**src/rtl/core/tlpd_pkg.sv**
```systemverilog
`timescale 1ns / 1ps
// ----------------------------------------------------------------------------
// tlpd_pkg
// Shared types and constants for the type/length prefixed deframer.
// ----------------------------------------------------------------------------
package tlpd_pkg;

    // Header layout: 16-bit type, 16-bit total size, both little endian
    localparam logic [15:0] HEADER_BYTES = 16'd4;

    // Configuration register indexes
    localparam int          CFG_IDX_W       = 3;
    localparam logic [2:0]  REG_TYPE_COUNT  = 3'd0;
    localparam int          REG_LIMITS_BASE = 1;
    localparam int          LIMIT_WORDS     = 4;

    // Result kinds
    localparam logic [1:0] KIND_DATA  = 2'd0;
    localparam logic [1:0] KIND_EMPTY = 2'd1;
    localparam logic [1:0] KIND_ERROR = 2'd2;

    // Framing phase
    typedef enum logic [1:0] {
        PH_HEADER  = 2'd0,
        PH_PAYLOAD = 2'd1,
        PH_DEAD    = 2'd2
    } phase_t;

    // Limits looked up for the type of the header being checked
    typedef struct packed {
        logic        type_ok;
        logic [15:0] min_size;
        logic [15:0] max_size;
    } lim_t;

    // One result item
    typedef struct packed {
        logic [1:0]  kind;
        logic [7:0]  data;
        logic [15:0] pkt_type;
        logic [15:0] pkt_size;
        logic        last;
    } res_t;

endpackage

```
**src/rtl/core/typed_length_prefix_deframer_core.sv**
```systemverilog
`timescale 1ns / 1ps
// ----------------------------------------------------------------------------
// typed_length_prefix_deframer_core
// Splits a byte stream into type/length prefixed packets and passes the
// payload out tagged with type and size.
// ----------------------------------------------------------------------------
// Takes one byte per cycle unless m_axis_tready stalls the output, and gives
// at most one result per byte. A byte goes into an input register, is decoded
// against the framing state and lands in the output register, which drives
// m_axis_tvalid. The input register frees whenever the output register is
// empty or being taken, so s_axis_tready follows m_axis_tready within the same
// cycle. Only the last header byte can give a result; killed-session bytes give none.
// Configuration writes are taken in any cycle (cfg_ready is always high) and
// are meant for an idle block.
module typed_length_prefix_deframer_core
    import tlpd_pkg::*;
#(
    parameter int MAX_TYPES = 8
)
(
    input  logic                 clk,
    input  logic                 rst_n,
    // configuration write channel
    input  logic                 cfg_valid,
    output logic                 cfg_ready,
    input  logic [CFG_IDX_W-1:0] cfg_index,
    input  logic [63:0]          cfg_data,
    // input items
    input  logic                 s_axis_tvalid,
    output logic                 s_axis_tready,
    input  logic [7:0]           s_axis_tdata,   // [7:0] rx_byte
    input  logic                 s_axis_tuser,   // [0] new_session
    // result items
    output logic                 m_axis_tvalid,
    input  logic                 m_axis_tready,
    output logic [39:0]          m_axis_tdata,   // [7:0] out_byte, [23:8] pkt_type,
                                                 // [39:24] pkt_size
    output logic [1:0]           m_axis_tuser,   // [1:0] out_kind
    output logic                 m_axis_tlast    // last
);

    logic        in_valid_reg;
    logic [7:0]  in_byte_reg;
    logic        in_new_reg;
    logic        out_valid_reg;
    res_t        out_res_reg;
    logic        step;
    logic        res_valid;
    res_t        res;
    lim_t        lim;
    logic [15:0] lookup_type;

    assign cfg_ready     = 1'b1;
    assign step          = in_valid_reg && (!out_valid_reg || m_axis_tready);
    assign s_axis_tready = !in_valid_reg || step;

    // Input register: hold the item until it is decoded
    always_ff @(posedge clk or negedge rst_n)
    begin
        if (!rst_n)
        begin
            in_valid_reg <= 1'b0;
        end
        else if (s_axis_tready)
        begin
            in_valid_reg <= s_axis_tvalid;
        end
    end

    always_ff @(posedge clk)
    begin
        if (s_axis_tready && s_axis_tvalid)
        begin
            in_byte_reg <= s_axis_tdata;
            in_new_reg  <= s_axis_tuser;
        end
    end

    tlpd_cfg #(
        .MAX_TYPES (MAX_TYPES)
    ) u_cfg (
        .clk         (clk),
        .rst_n       (rst_n),
        .cfg_valid   (cfg_valid && cfg_ready),
        .cfg_index   (cfg_index),
        .cfg_data    (cfg_data),
        .lookup_type (lookup_type),
        .lim         (lim)
    );

    tlpd_parse u_parse (
        .clk         (clk),
        .rst_n       (rst_n),
        .step        (step),
        .rx_byte     (in_byte_reg),
        .new_session (in_new_reg),
        .lim         (lim),
        .lookup_type (lookup_type),
        .res_valid   (res_valid),
        .res         (res)
    );

    // Output register: load on decode, drop when taken
    always_ff @(posedge clk or negedge rst_n)
    begin
        if (!rst_n)
        begin
            out_valid_reg <= 1'b0;
        end
        else if (step)
        begin
            out_valid_reg <= res_valid;
        end
        else if (m_axis_tready)
        begin
            out_valid_reg <= 1'b0;
        end
    end

    always_ff @(posedge clk)
    begin
        if (step && res_valid)
        begin
            out_res_reg <= res;
        end
    end

    assign m_axis_tvalid = out_valid_reg;
    assign m_axis_tdata  = {out_res_reg.pkt_size, out_res_reg.pkt_type, out_res_reg.data};
    assign m_axis_tuser  = out_res_reg.kind;
    assign m_axis_tlast  = out_res_reg.last;

`ifndef SYNTH
    // Error results are final and carry no byte
    a_error_last: assert property (@(posedge clk) disable iff (!rst_n)
        m_axis_tvalid && (m_axis_tuser == KIND_ERROR)
        |-> m_axis_tlast && (m_axis_tdata[7:0] == 8'd0))
        else $error("error result without last or with data");

    // Header-only completion only for a size equal to the header
    a_empty_size: assert property (@(posedge clk) disable iff (!rst_n)
        m_axis_tvalid && (m_axis_tuser == KIND_EMPTY)
        |-> m_axis_tlast && (m_axis_tdata[39:24] == HEADER_BYTES))
        else $error("header-only result with wrong size");

    // Payload bytes only for packets longer than the header
    a_data_size: assert property (@(posedge clk) disable iff (!rst_n)
        m_axis_tvalid && (m_axis_tuser == KIND_DATA)
        |-> (m_axis_tdata[39:24] > HEADER_BYTES))
        else $error("payload result for a packet without payload");

    // A waiting input item is neither lost nor altered
    a_in_hold: assert property (@(posedge clk) disable iff (!rst_n)
        in_valid_reg && !step
        |=> in_valid_reg && $stable(in_byte_reg) && $stable(in_new_reg))
        else $error("input item lost while waiting");
`endif

endmodule

```
**src/rtl/core/tlpd_cfg.sv**
```systemverilog
`timescale 1ns / 1ps
// ----------------------------------------------------------------------------
// tlpd_cfg
// Configuration registers (type count and per-type size limits) and the
// limit lookup for the type of the header under check.
// ----------------------------------------------------------------------------
module tlpd_cfg
    import tlpd_pkg::*;
#(
    parameter int MAX_TYPES = 8
)
(
    input  logic                 clk,
    input  logic                 rst_n,
    input  logic                 cfg_valid,
    input  logic [CFG_IDX_W-1:0] cfg_index,
    input  logic [63:0]          cfg_data,
    input  logic [15:0]          lookup_type,
    output lim_t                 lim
);

    localparam int         NUM_PAIRS = (MAX_TYPES + 1) / 2;
    localparam logic [3:0] MAX_CNT   = 4'(MAX_TYPES);

    logic [3:0]  type_count_reg;
    logic [63:0] limits_reg [NUM_PAIRS];
    logic [3:0]  count_eff;
    logic [63:0] word_sel;

    // Write registers; indexes past the stored words are dropped
    always_ff @(posedge clk or negedge rst_n)
    begin
        if (!rst_n)
        begin
            type_count_reg <= 4'd0;
            for (int p = 0; p < NUM_PAIRS; p++)
            begin
                limits_reg[p] <= 64'd0;
            end
        end
        else if (cfg_valid)
        begin
            if (cfg_index == REG_TYPE_COUNT)
            begin
                type_count_reg <= cfg_data[3:0];
            end
            for (int p = 0; p < NUM_PAIRS; p++)
            begin
                if (cfg_index == CFG_IDX_W'(REG_LIMITS_BASE + p))
                begin
                    limits_reg[p] <= cfg_data;
                end
            end
        end
    end

    // Clamp the type count and select the limit word of the type pair
    always_comb
    begin
        count_eff = (type_count_reg > MAX_CNT) ? MAX_CNT : type_count_reg;
        word_sel  = 64'd0;
        for (int p = 0; p < NUM_PAIRS; p++)
        begin
            if (lookup_type[2:1] == 2'(p))
            begin
                word_sel = limits_reg[p];
            end
        end
    end

    // Check the type against the count and pick the even or odd half of the word
    always_comb
    begin
        lim.type_ok  = (lookup_type < {12'd0, count_eff});
        lim.min_size = lookup_type[0] ? word_sel[47:32] : word_sel[15:0];
        lim.max_size = lookup_type[0] ? word_sel[63:48] : word_sel[31:16];
    end

endmodule

```
**src/rtl/core/tlpd_parse.sv**
```systemverilog
`timescale 1ns / 1ps
// ----------------------------------------------------------------------------
// tlpd_parse
// Framing state machine: collects the header, checks it, counts the payload
// and forms at most one result per item.
// ----------------------------------------------------------------------------
module tlpd_parse
    import tlpd_pkg::*;
(
    input  logic        clk,
    input  logic        rst_n,
    input  logic        step,
    input  logic [7:0]  rx_byte,
    input  logic        new_session,
    input  lim_t        lim,
    output logic [15:0] lookup_type,
    output logic        res_valid,
    output res_t        res
);

    phase_t      phase_reg,  phase_next,  phase_eff;
    logic [1:0]  hcount_reg, hcount_next, hcount_eff;
    logic [15:0] type_reg,   type_next,   type_eff;
    logic [15:0] size_reg,   size_next,   size_eff;
    logic [15:0] left_reg,   left_next,   left_eff;
    logic        hdr_ok;
    logic [15:0] size_asm;

    // Start from a clean session when the item says so
    always_comb
    begin
        if (new_session)
        begin
            phase_eff  = PH_HEADER;
            hcount_eff = 2'd0;
            type_eff   = 16'd0;
            size_eff   = 16'd0;
            left_eff   = 16'd0;
        end
        else
        begin
            phase_eff  = phase_reg;
            hcount_eff = hcount_reg;
            type_eff   = type_reg;
            size_eff   = size_reg;
            left_eff   = left_reg;
        end
    end

    // Header check on the last header byte
    assign lookup_type = type_eff;
    assign size_asm    = {rx_byte, size_eff[7:0]};
    assign hdr_ok      = lim.type_ok && (size_asm >= HEADER_BYTES)
                         && (size_asm >= lim.min_size) && (size_asm <= lim.max_size);

    // Next state
    always_comb
    begin
        phase_next  = phase_eff;
        hcount_next = hcount_eff;
        type_next   = type_eff;
        size_next   = size_eff;
        left_next   = left_eff;
        case (phase_eff)
            PH_HEADER:
            begin
                case (hcount_eff)
                    2'd0:    type_next = {type_eff[15:8], rx_byte};
                    2'd1:    type_next = {rx_byte, type_eff[7:0]};
                    2'd2:    size_next = {size_eff[15:8], rx_byte};
                    default: size_next = size_asm;
                endcase
                if (hcount_eff != 2'd3)
                begin
                    hcount_next = hcount_eff + 2'd1;
                end
                else
                begin
                    hcount_next = 2'd0;
                    if (!hdr_ok)
                    begin
                        phase_next = PH_DEAD;
                        left_next  = 16'd0;
                    end
                    else if (size_asm == HEADER_BYTES)
                    begin
                        left_next = 16'd0;
                    end
                    else
                    begin
                        left_next  = size_asm - HEADER_BYTES;
                        phase_next = PH_PAYLOAD;
                    end
                end
            end
            PH_PAYLOAD:
            begin
                left_next = left_eff - 16'd1;
                if (left_next == 16'd0)
                begin
                    phase_next  = PH_HEADER;
                    hcount_next = 2'd0;
                end
            end
            default:
            begin
                // dead session: drop the item
                phase_next = PH_DEAD;
            end
        endcase
    end

    // Result
    always_comb
    begin
        res_valid    = 1'b0;
        res.kind     = KIND_DATA;
        res.data     = 8'd0;
        res.pkt_type = type_next;
        res.pkt_size = size_next;
        res.last     = 1'b0;
        case (phase_eff)
            PH_HEADER:
            begin
                if (hcount_eff == 2'd3)
                begin
                    res_valid = 1'b1;
                    res.last  = 1'b1;
                    res.kind  = hdr_ok ? KIND_EMPTY : KIND_ERROR;
                    if (hdr_ok && (size_asm != HEADER_BYTES))
                    begin
                        res_valid = 1'b0;
                    end
                end
            end
            PH_PAYLOAD:
            begin
                res_valid = 1'b1;
                res.kind  = KIND_DATA;
                res.data  = rx_byte;
                res.last  = (left_next == 16'd0);
            end
            default:
            begin
                res_valid = 1'b0;
            end
        endcase
    end

    // Advance the state once per processed item
    always_ff @(posedge clk or negedge rst_n)
    begin
        if (!rst_n)
        begin
            phase_reg  <= PH_HEADER;
            hcount_reg <= 2'd0;
            type_reg   <= 16'd0;
            size_reg   <= 16'd0;
            left_reg   <= 16'd0;
        end
        else if (step)
        begin
            phase_reg  <= phase_next;
            hcount_reg <= hcount_next;
            type_reg   <= type_next;
            size_reg   <= size_next;
            left_reg   <= left_next;
        end
    end

endmodule
```
**config.mk**
```make
export PLATFORM = sky130hd
export DESIGN_NAME = typed_length_prefix_deframer_core
export DESIGN_NICKNAME = d
export VERILOG_FILES = /design/src/rtl/core/tlpd_pkg.sv /design/src/rtl/core/typed_length_prefix_deframer_core.sv /design/src/rtl/core/tlpd_cfg.sv /design/src/rtl/core/tlpd_parse.sv
export SDC_FILE = /design/constraint.sdc
export NUM_CORES = 1
export LEC_CHECK = 0
export BUFFER_PORTS_ARGS = -buffer_cell sky130_fd_sc_hd__buf_2
export CORE_ASPECT_RATIO = 0.5
export CORE_UTILIZATION = 49
export DETAILED_ROUTE_END_ITERATION = 10
export PLACE_DENSITY = 0.67
export SETUP_SLACK_MARGIN = 0.3
export SLEW_MARGIN = 20
export SYNTH_ARGS = -nofsm -noshare
export SYNTH_HDL_FRONTEND = slang
export SYNTH_SLANG_ARGS = --single-unit
```
**constraint.sdc**
```tcl
create_clock -name clk -period 6.49 [get_ports clk]
set_input_delay 1.298 -clock clk [delete_from_list [all_inputs] [get_ports clk]]
set_output_delay 1.298 -clock clk [all_outputs]
set_load 0.005 [all_outputs]
```
### Yosys cells after proc, flatten, opt, wreduce, memory -nomap -nowiden

Cells that the tools add are included.

| cells by class | value |
|---|---|
| reductions and logical operators | 25 |
| multiplexer cells | 36 |
| equality and inequality tests | 14 |
| magnitude comparators | 5 |
| $add $sub $neg | 3 |

Operators with widths:

| kind | count |
|---|---|
| 2-to-1 mux 64 bit | 4 |
| 2-to-1 mux 16 bit | 10 |
| one-hot mux 16 bit (2 select lines) | 3 |
| zero test 16 bit | 2 |
| 2-to-1 mux 2 bit | 9 |
| == test 16 x 3 -> 1 bit, second input constant | 1 |
| greater-or-equal comparator 16 bit | 1 |
| greater-or-equal comparator 16 x 3 -> 1 bit, second input constant | 1 |
| less-or-equal comparator 16 bit | 1 |
| less-than comparator 16 x 4 -> 1 bit | 1 |
| inequality test 16 x 3 -> 1 bit, second input constant | 1 |
| subtractor 16 x 1 -> 16 bit, second input constant | 1 |
| subtractor 16 x 3 -> 16 bit, second input constant | 1 |
| AND reduction 2 bit | 6 |
| == test 2 bit, second input constant | 4 |
| one-hot mux 2 bit (2 select lines) | 2 |
| logical AND 1 bit | 7 |
| == test 2 x 1 -> 1 bit, second input constant | 3 |
| == test 3 x 2 -> 1 bit, second input constant | 2 |
| zero test 2 bit | 3 |
| 2-to-1 mux 1 bit | 5 |
| greater-than comparator 4 bit, second input constant | 1 |
| 2-to-1 mux 4 bit | 1 |
| one-hot mux 1 bit (2 select lines) | 2 |
| other kinds (9) | 11 |

| storage, ports and cells | value |
|---|---|
| word-level logic and storage cells | 102 |
| bits of input ports | 81 |
| output and inout port bits | 46 |
| bits in registers | 366 |

### Logic depth before layout (Yosys ltp)

| depth | value |
|---|---|
| word-level depth | 15 |
| gate-level depth with buffers | 17 |
| gate-level depth less buffers | 16 |

### Modules after synthesis

A second synthesis with hierarchy kept.

| unflattened totals | value |
|---|---|
| cell total of the unflattened synthesis | 1,329 |
| area total of the unflattened synthesis | 18,136.1 um2 |

Modules (own cells, without submodules):

| module | instances | cells each | area each (um2) | seq. area each (um2) |
|---|---|---|---|---|
| tlpd_cfg | 1 | 691 | 11,698.7 | 6,506.2 |
| tlpd_parse | 1 | 574 | 4,755.8 | 1,301.2 |
| typed_length_prefix_deframer_core | 1 | 64 | 1,681.6 | 1,611.5 |

### Worst setup path after synthesis

Ideal clock, no wire load.

| path | value |
|---|---|
| path kind | register to register |
| start point | register u_parse.type_reg[1] |
| end point | register out_res_reg, in the netlist m_axis_tdata[0], enable pin |
| setup slack | 791 ps |
| stages on the path, launching flop included | 16 |
| clock period less this slack | 5,699 ps |
| path buffers | 3 |
| data required time | 6,032 ps |
| library setup time | 458 ps |
| arrival time | 5,241 ps |
| cells stage by stage | dfrtp_1 > buf_2 > buf_1 > buf_1 > mux2i_1 > a21oi_1 > nand2_1 > o21ai_0 > ha_1 > nand2b_1 > a2111oi_0 > or4_1 > and3_4 > a2111oi_4 > a21o_1 > a21oi_1 |

| on the way | value |
|---|---|
| longest elaborated chain between the ends | 15 |
| elaborated cells between the ends (all ways) | 22 |
| classes of those cells | order compare: 3; eq/ne: 3; mux: 10; reduce/logical: 6 |

Ends and longest elaborated chain:

| what | RTL line | RTL |
|---|---|---|
| start: declaration | tlpd_parse.sv:23 | `logic [15:0] type_reg, type_next, type_eff;` |
| start signal: assignment | tlpd_parse.sv:165 | `type_reg <= type_next;` |
| 2-to-1 mux 16 bit (*) | tlpd_parse.sv:32 | `if (new_session)` |
| zero test 2 bit | tlpd_cfg.sv:64 | `if (lookup_type[2:1] == 2'(p))` |
| 2-to-1 mux 64 bit (4 in series) | tlpd_cfg.sv:64 |  |
| 2-to-1 mux 16 bit | tlpd_cfg.sv:75 | `lim.min_size = lookup_type[0] ? word_sel[47:32] : word_sel[15:0];` |
| greater-or-equal comparator 16 bit | tlpd_parse.sv:54 | `&& (size_asm >= lim.min_size) && (size_asm <= lim.max_size);` |
| logical AND 1 bit | tlpd_parse.sv:54 |  |
| logical AND 1 bit (*) | tlpd_parse.sv:54 |  |
| logical AND 1 bit (*) | tlpd_parse.sv:130 | `if (hdr_ok && (size_asm != HEADER_BYTES))` |
| 2-to-1 mux 1 bit (*) | tlpd_parse.sv:130 |  |
| 2-to-1 mux 1 bit (*) | tlpd_parse.sv:125 | `if (hcount_eff == 2'd3)` |
| one-hot mux 1 bit (2 select lines) (*) | tlpd_parse.sv:122 | `case (phase_eff)` |
| logical AND 1 bit (*) | typed_length_prefix_deframer_core.sv:122 | `if (step && res_valid)` |
| end signal: assignment | typed_length_prefix_deframer_core.sv:124 | `out_res_reg <= res;` |
| end: declaration | typed_length_prefix_deframer_core.sv:46 | `res_t out_res_reg;` |

Every way passes the cells marked *; elsewhere a longest branch is shown, timed or not.
A chain may end at the register's enable or synchronous reset.

### Final worst setup path

| path | value |
|---|---|
| start point | register u_parse.type_reg[1] |
| end point | register out_res_reg, in the netlist m_axis_tdata[13], enable pin |

The elaborated chain is that of the path after synthesis.

==> implementation parameters <==
Parameter                              Value

Final layout
  Fraction of layout cells with a size suffix above 1    31.5%
  Final std cell area, no fill    20200 µm²
  Synthesis-to-layout area growth    12.7%
  FF/Latch Area    roughly 9400 µm²
  Nets    1749
  Filler cells    just over 3000
  Max reg flops    256
  Combined area of the multi-input logic cells    8060 µm²

Timing
  Setup repair after global routing missed its margin    no
  Number of endpoints failing setup at the final stage    0
  Fin crit share    80.9%
  Max Transition Viols Final    0
  Clock period minus final worst setup slack    5.25 ns
  Worst hold slack    between 0.4 and 0.5 ns
  Final setup skew    around 0.021 ns
  Worst max-slew margin expressed relative to the limit    about 28%
  Number of failing hold endpoints at the final stage    0
  Max Clock Freq    between 150 and 200 MHz
  Slew at the pin closest to its max-slew limit    1.08 ns
  Final-layout setup total negative slack    0 ns

Synthesis
  Xor-xnor portion of the synthesized cell area    0.783%
  Share of synthesized area spent on multiplexers    20.6%
  Number of standard cells after synthesis    roughly 1500
  Average footprint of a synthesized cell    ~12 µm²
  Main combinational cell family by area after synthesis    multiplexers
  Net count of the mapped netlist    1655
  Fraction of the mapped netlist area in adder cells    3.01%
  Fraction of the mapped netlist area in compound gates    11.2%
  Most used flip-flop cell after synthesis    sky130_fd_sc_hd__dfrtp_1
  Cell types occupying the most area after synthesis    sky130_fd_sc_hd__dfrtp_1, sky130_fd_sc_hd__mux2_2, sky130_fd_sc_hd__edfxtp_1
  Post-synthesis cell type count    73
  Synth top area share    43.9%
  Count of yosys warnings during synthesis    0
  Cell Area, Synth    17900 µm²
  Synth area leader    sky130_fd_sc_hd__dfrtp_1
  Register bit count reported by yosys    366
  Async set-reset flop share out of synthesis    a little under nine tenths
  Post-synthesis simple-gate area fraction    9.09%
  Post-synth EDFFs    52
  Part of the Yosys area used for sequential elements    52.6%

Floorplanning
  Initial Util    49.8%
  Die Y-Extent    137 µm
  I/O pin count    127
  Die outline area    37300 µm²
  Core Area    35900 µm²
  Number of placement rows    49
  Width of the die    272 µm

Setup path
  Required time at the endpoint of the critical path    6.73 ns
  Critical path buffer and inverter count    4
  Type of the worst setup path    flip-flop to flip-flop
  Largest driver fanout on the critical path    35
  Critical Path, Cell by Cell    clkinv_1 -> nor2_1 -> buf_4 -> a221oi_1 -> o21ai_0 -> o21ai_0 -> ha_1 -> and4_1 -> o211ai_1 -> or4_1 -> and3_4 -> a2111oi_4 -> buf_4 -> a21o_1 -> a21oi_4 -> buf_4
  Most repeated library cell on the critical path    sky130_fd_sc_hd__buf_4
  Worst stage delay on the critical path    0.63 ns
  Number of gates on the worst path with buffers counted    16
  Critical-path cell with the highest stage delay    sky130_fd_sc_hd__dfrtp_4
  Reg2Reg Depth    16
  Sort of element at the start of the critical path    flip-flop
  Top cell family by delay on the critical path    simple AND/OR/NAND/NOR gates
  Critical path data arrival time    5.49 ns
  Endpoint class of the critical path    flip-flop

CTS
  Setup bufs post-CTS    0
  Buffers from clock root to sink, at most    3
  H-Tree Level Count    2
  Clock-pin slew on the worst setup and hold paths    0.07 ns
  Clock tree root driver cell    sky130_fd_sc_hd__clkbuf_16
  Hold buffer count at cts    0
  Clock insertion delay at the later pin of the skew report    around 0.53 ns
  Post-cts gate resize count    0
  Number of buffers added by the clock tree synthesis step    35
  TritonCTS clock tree    yes
  Clock sink count    between 300 and 400

Pwr
  Power Dens Cells    approximately 340 nW/µm²
  Overall Power    6870 µW
  Max VDD drop    between 0.15 and 0.2 mV
  Lkg Pwr    0.00856 µW

Global routing
  Remaining Overflow, GRT    0
  Number of global-route vias before repair    13000
  Total track usage    27.7%
  Number of antenna violations at the first check in global routing    2
  Pin count of the biggest net entering global routing    139
  First-pass GRT wire length    78.5 mm

Routing
  DRC    0
  Post-route antenna net violation count    0
  DRT Pass-1 Iters    5
  Vias after detailed routing    12900
  Post-Route WL    50.9 mm
  Average wire per cell in the routed design    23.8 µm
  Ratio of routed vias to standard cells    approximately 6
  Initial drt markers    911

Placement
  Global placement routability congestion    0.930
  Buffers added on ports    approximately 130
  Placed cell areas    between 15000 and 20000 µm²
  HPWL after detailed placement    34.3 mm

Hold path
  WHS Path Cells    2
  Class of the worst hold path    flip-flop to flip-flop

Outcome
  Status    finished, final reports clean

Run
  Reported max-cap violation count    0
through the flow:
stage	cells	util, %	worst slack, ns
floorplan	1531	-	0.791
global placement	2072	53.0	1.35
detailed placement	2072	53.0	1.29
CTS	2133	56.2	1.25
global route	2134	56.2	0.956
finish	2134	56.2	1.24
layer usage:
metal / vias to the layer above / track usage [%] / part of all wire [%]
met5: - / 0 / 0
met4: 0 / 6.80 / 1.8
met3: 67 / 4.18 / 5.1
met2: 355 / 45.0 / 47
met1: 6728 / 39.2 / 46
li1: 5787 / - / -
layout by cell type, fill, tap and decap left out, types with 4 or more instances in the layout:
cell type	count
sky130_fd_sc_hd__dfrtp_1	312
sky130_fd_sc_hd__a211oi_1	11
sky130_fd_sc_hd__clkbuf_16	35
sky130_fd_sc_hd__o21a_1	10
sky130_fd_sc_hd__o21ai_1	4
sky130_fd_sc_hd__nand3b_1	4
sky130_fd_sc_hd__inv_1	18
sky130_fd_sc_hd__o22ai_1	24
sky130_fd_sc_hd__a22o_1	23
sky130_fd_sc_hd__a21oi_1	82
sky130_fd_sc_hd__nor3_1	16
sky130_fd_sc_hd__mux2_2	287
sky130_fd_sc_hd__nor2b_1	14
sky130_fd_sc_hd__or3_1	7
sky130_fd_sc_hd__mux2i_1	38
sky130_fd_sc_hd__a221oi_1	7
sky130_fd_sc_hd__buf_2	124
sky130_fd_sc_hd__a21o_1	4
sky130_fd_sc_hd__clkbuf_1	8
sky130_fd_sc_hd__nor2_1	92
sky130_fd_sc_hd__a31oi_1	13
sky130_fd_sc_hd__and2_1	14
sky130_fd_sc_hd__o211ai_1	9
sky130_fd_sc_hd__ha_1	43
sky130_fd_sc_hd__o31ai_1	6
sky130_fd_sc_hd__nand3_1	14
sky130_fd_sc_hd__nand2b_1	6
sky130_fd_sc_hd__edfxtp_1	52
sky130_fd_sc_hd__o21ai_0	74
sky130_fd_sc_hd__nand2_1	137
sky130_fd_sc_hd__clkbuf_8	6
sky130_fd_sc_hd__o221ai_1	18
sky130_fd_sc_hd__nand4_1	4
sky130_fd_sc_hd__xor2_1	9
sky130_fd_sc_hd__buf_4	29
sky130_fd_sc_hd__clkinv_2	5
sky130_fd_sc_hd__nor4_1	9
sky130_fd_sc_hd__xnor2_1	7
synthesized netlist by cell type, types with 10 or more instances:
library cell	number
sky130_fd_sc_hd__nand3_1	14
sky130_fd_sc_hd__a21oi_1	83
sky130_fd_sc_hd__a211oi_1	11
sky130_fd_sc_hd__inv_1	18
sky130_fd_sc_hd__o22ai_1	24
sky130_fd_sc_hd__ha_1	43
sky130_fd_sc_hd__and2_1	14
sky130_fd_sc_hd__a22o_1	23
sky130_fd_sc_hd__o221ai_1	18
sky130_fd_sc_hd__nor2b_1	16
sky130_fd_sc_hd__buf_1	14
sky130_fd_sc_hd__a31oi_1	13
sky130_fd_sc_hd__o21ai_0	74
sky130_fd_sc_hd__mux2_2	287
sky130_fd_sc_hd__mux2i_1	38
sky130_fd_sc_hd__nand2_1	137
sky130_fd_sc_hd__nor2_1	93
sky130_fd_sc_hd__nor4_1	10
sky130_fd_sc_hd__edfxtp_1	52
sky130_fd_sc_hd__dfrtp_1	314
sky130_fd_sc_hd__o21a_1	10
sky130_fd_sc_hd__clkbuf_1	72
sky130_fd_sc_hd__nor3_1	17
cell type report:
type                       count  area share [%]
sequential                   366            46.7
multi-input combinational   1046            39.9
clock buffer                  49            4.90
timing repair buffer         155            4.33
tap                          484            3.00
clock inverter                12           0.725
inverter                      21           0.391
antenna                        1          0.0124
worst paths after layout:
path	startpoint	end	slack [ns]
max in group asynchronous	rst_n	u_cfg.limits_reg[199]	4.23
max reg2reg	u_parse.type_reg[1]	m_axis_tdata[13]	1.24
max	u_parse.type_reg[1]	m_axis_tdata[13]	1.24
min reg2reg	u_parse.size_reg[10]	u_parse.size_reg[10]	0.48
min in group asynchronous	rst_n	u_parse.type_reg[13]	0.85
min	u_parse.size_reg[10]	u_parse.size_reg[10]	0.48
cells by family (layout without fill, tap and decap cells):
kind of cell / count (synthesis) / in the layout
mux: 328 / 328
fa+ha+maj: 43 / 43
other cells: 1 / 2
simple gates: 345 / 345
compound gates: 313 / 313
buf+inv: 119 / 237
flops: 366 / 366
xor+xnor: 16 / 16
where the power goes:
group	internal [µW]	total [µW]	leakage, µW	switching (µW)
Sequential	2760	3070	0.00432	317
Combinational	776	1720	0.00369	946
Clock	1190	2080	0.000551	890
Total	4720	6870	0.00856	2150
tightest hold or removal path, cell delays in order (launching register included):
cell and delay (ns):
sky130_fd_sc_hd__dfrtp_1 0.34, sky130_fd_sc_hd__nand2_1 0.05, sky130_fd_sc_hd__nand2_1 0.06
(Power assumes the default switching activity.)
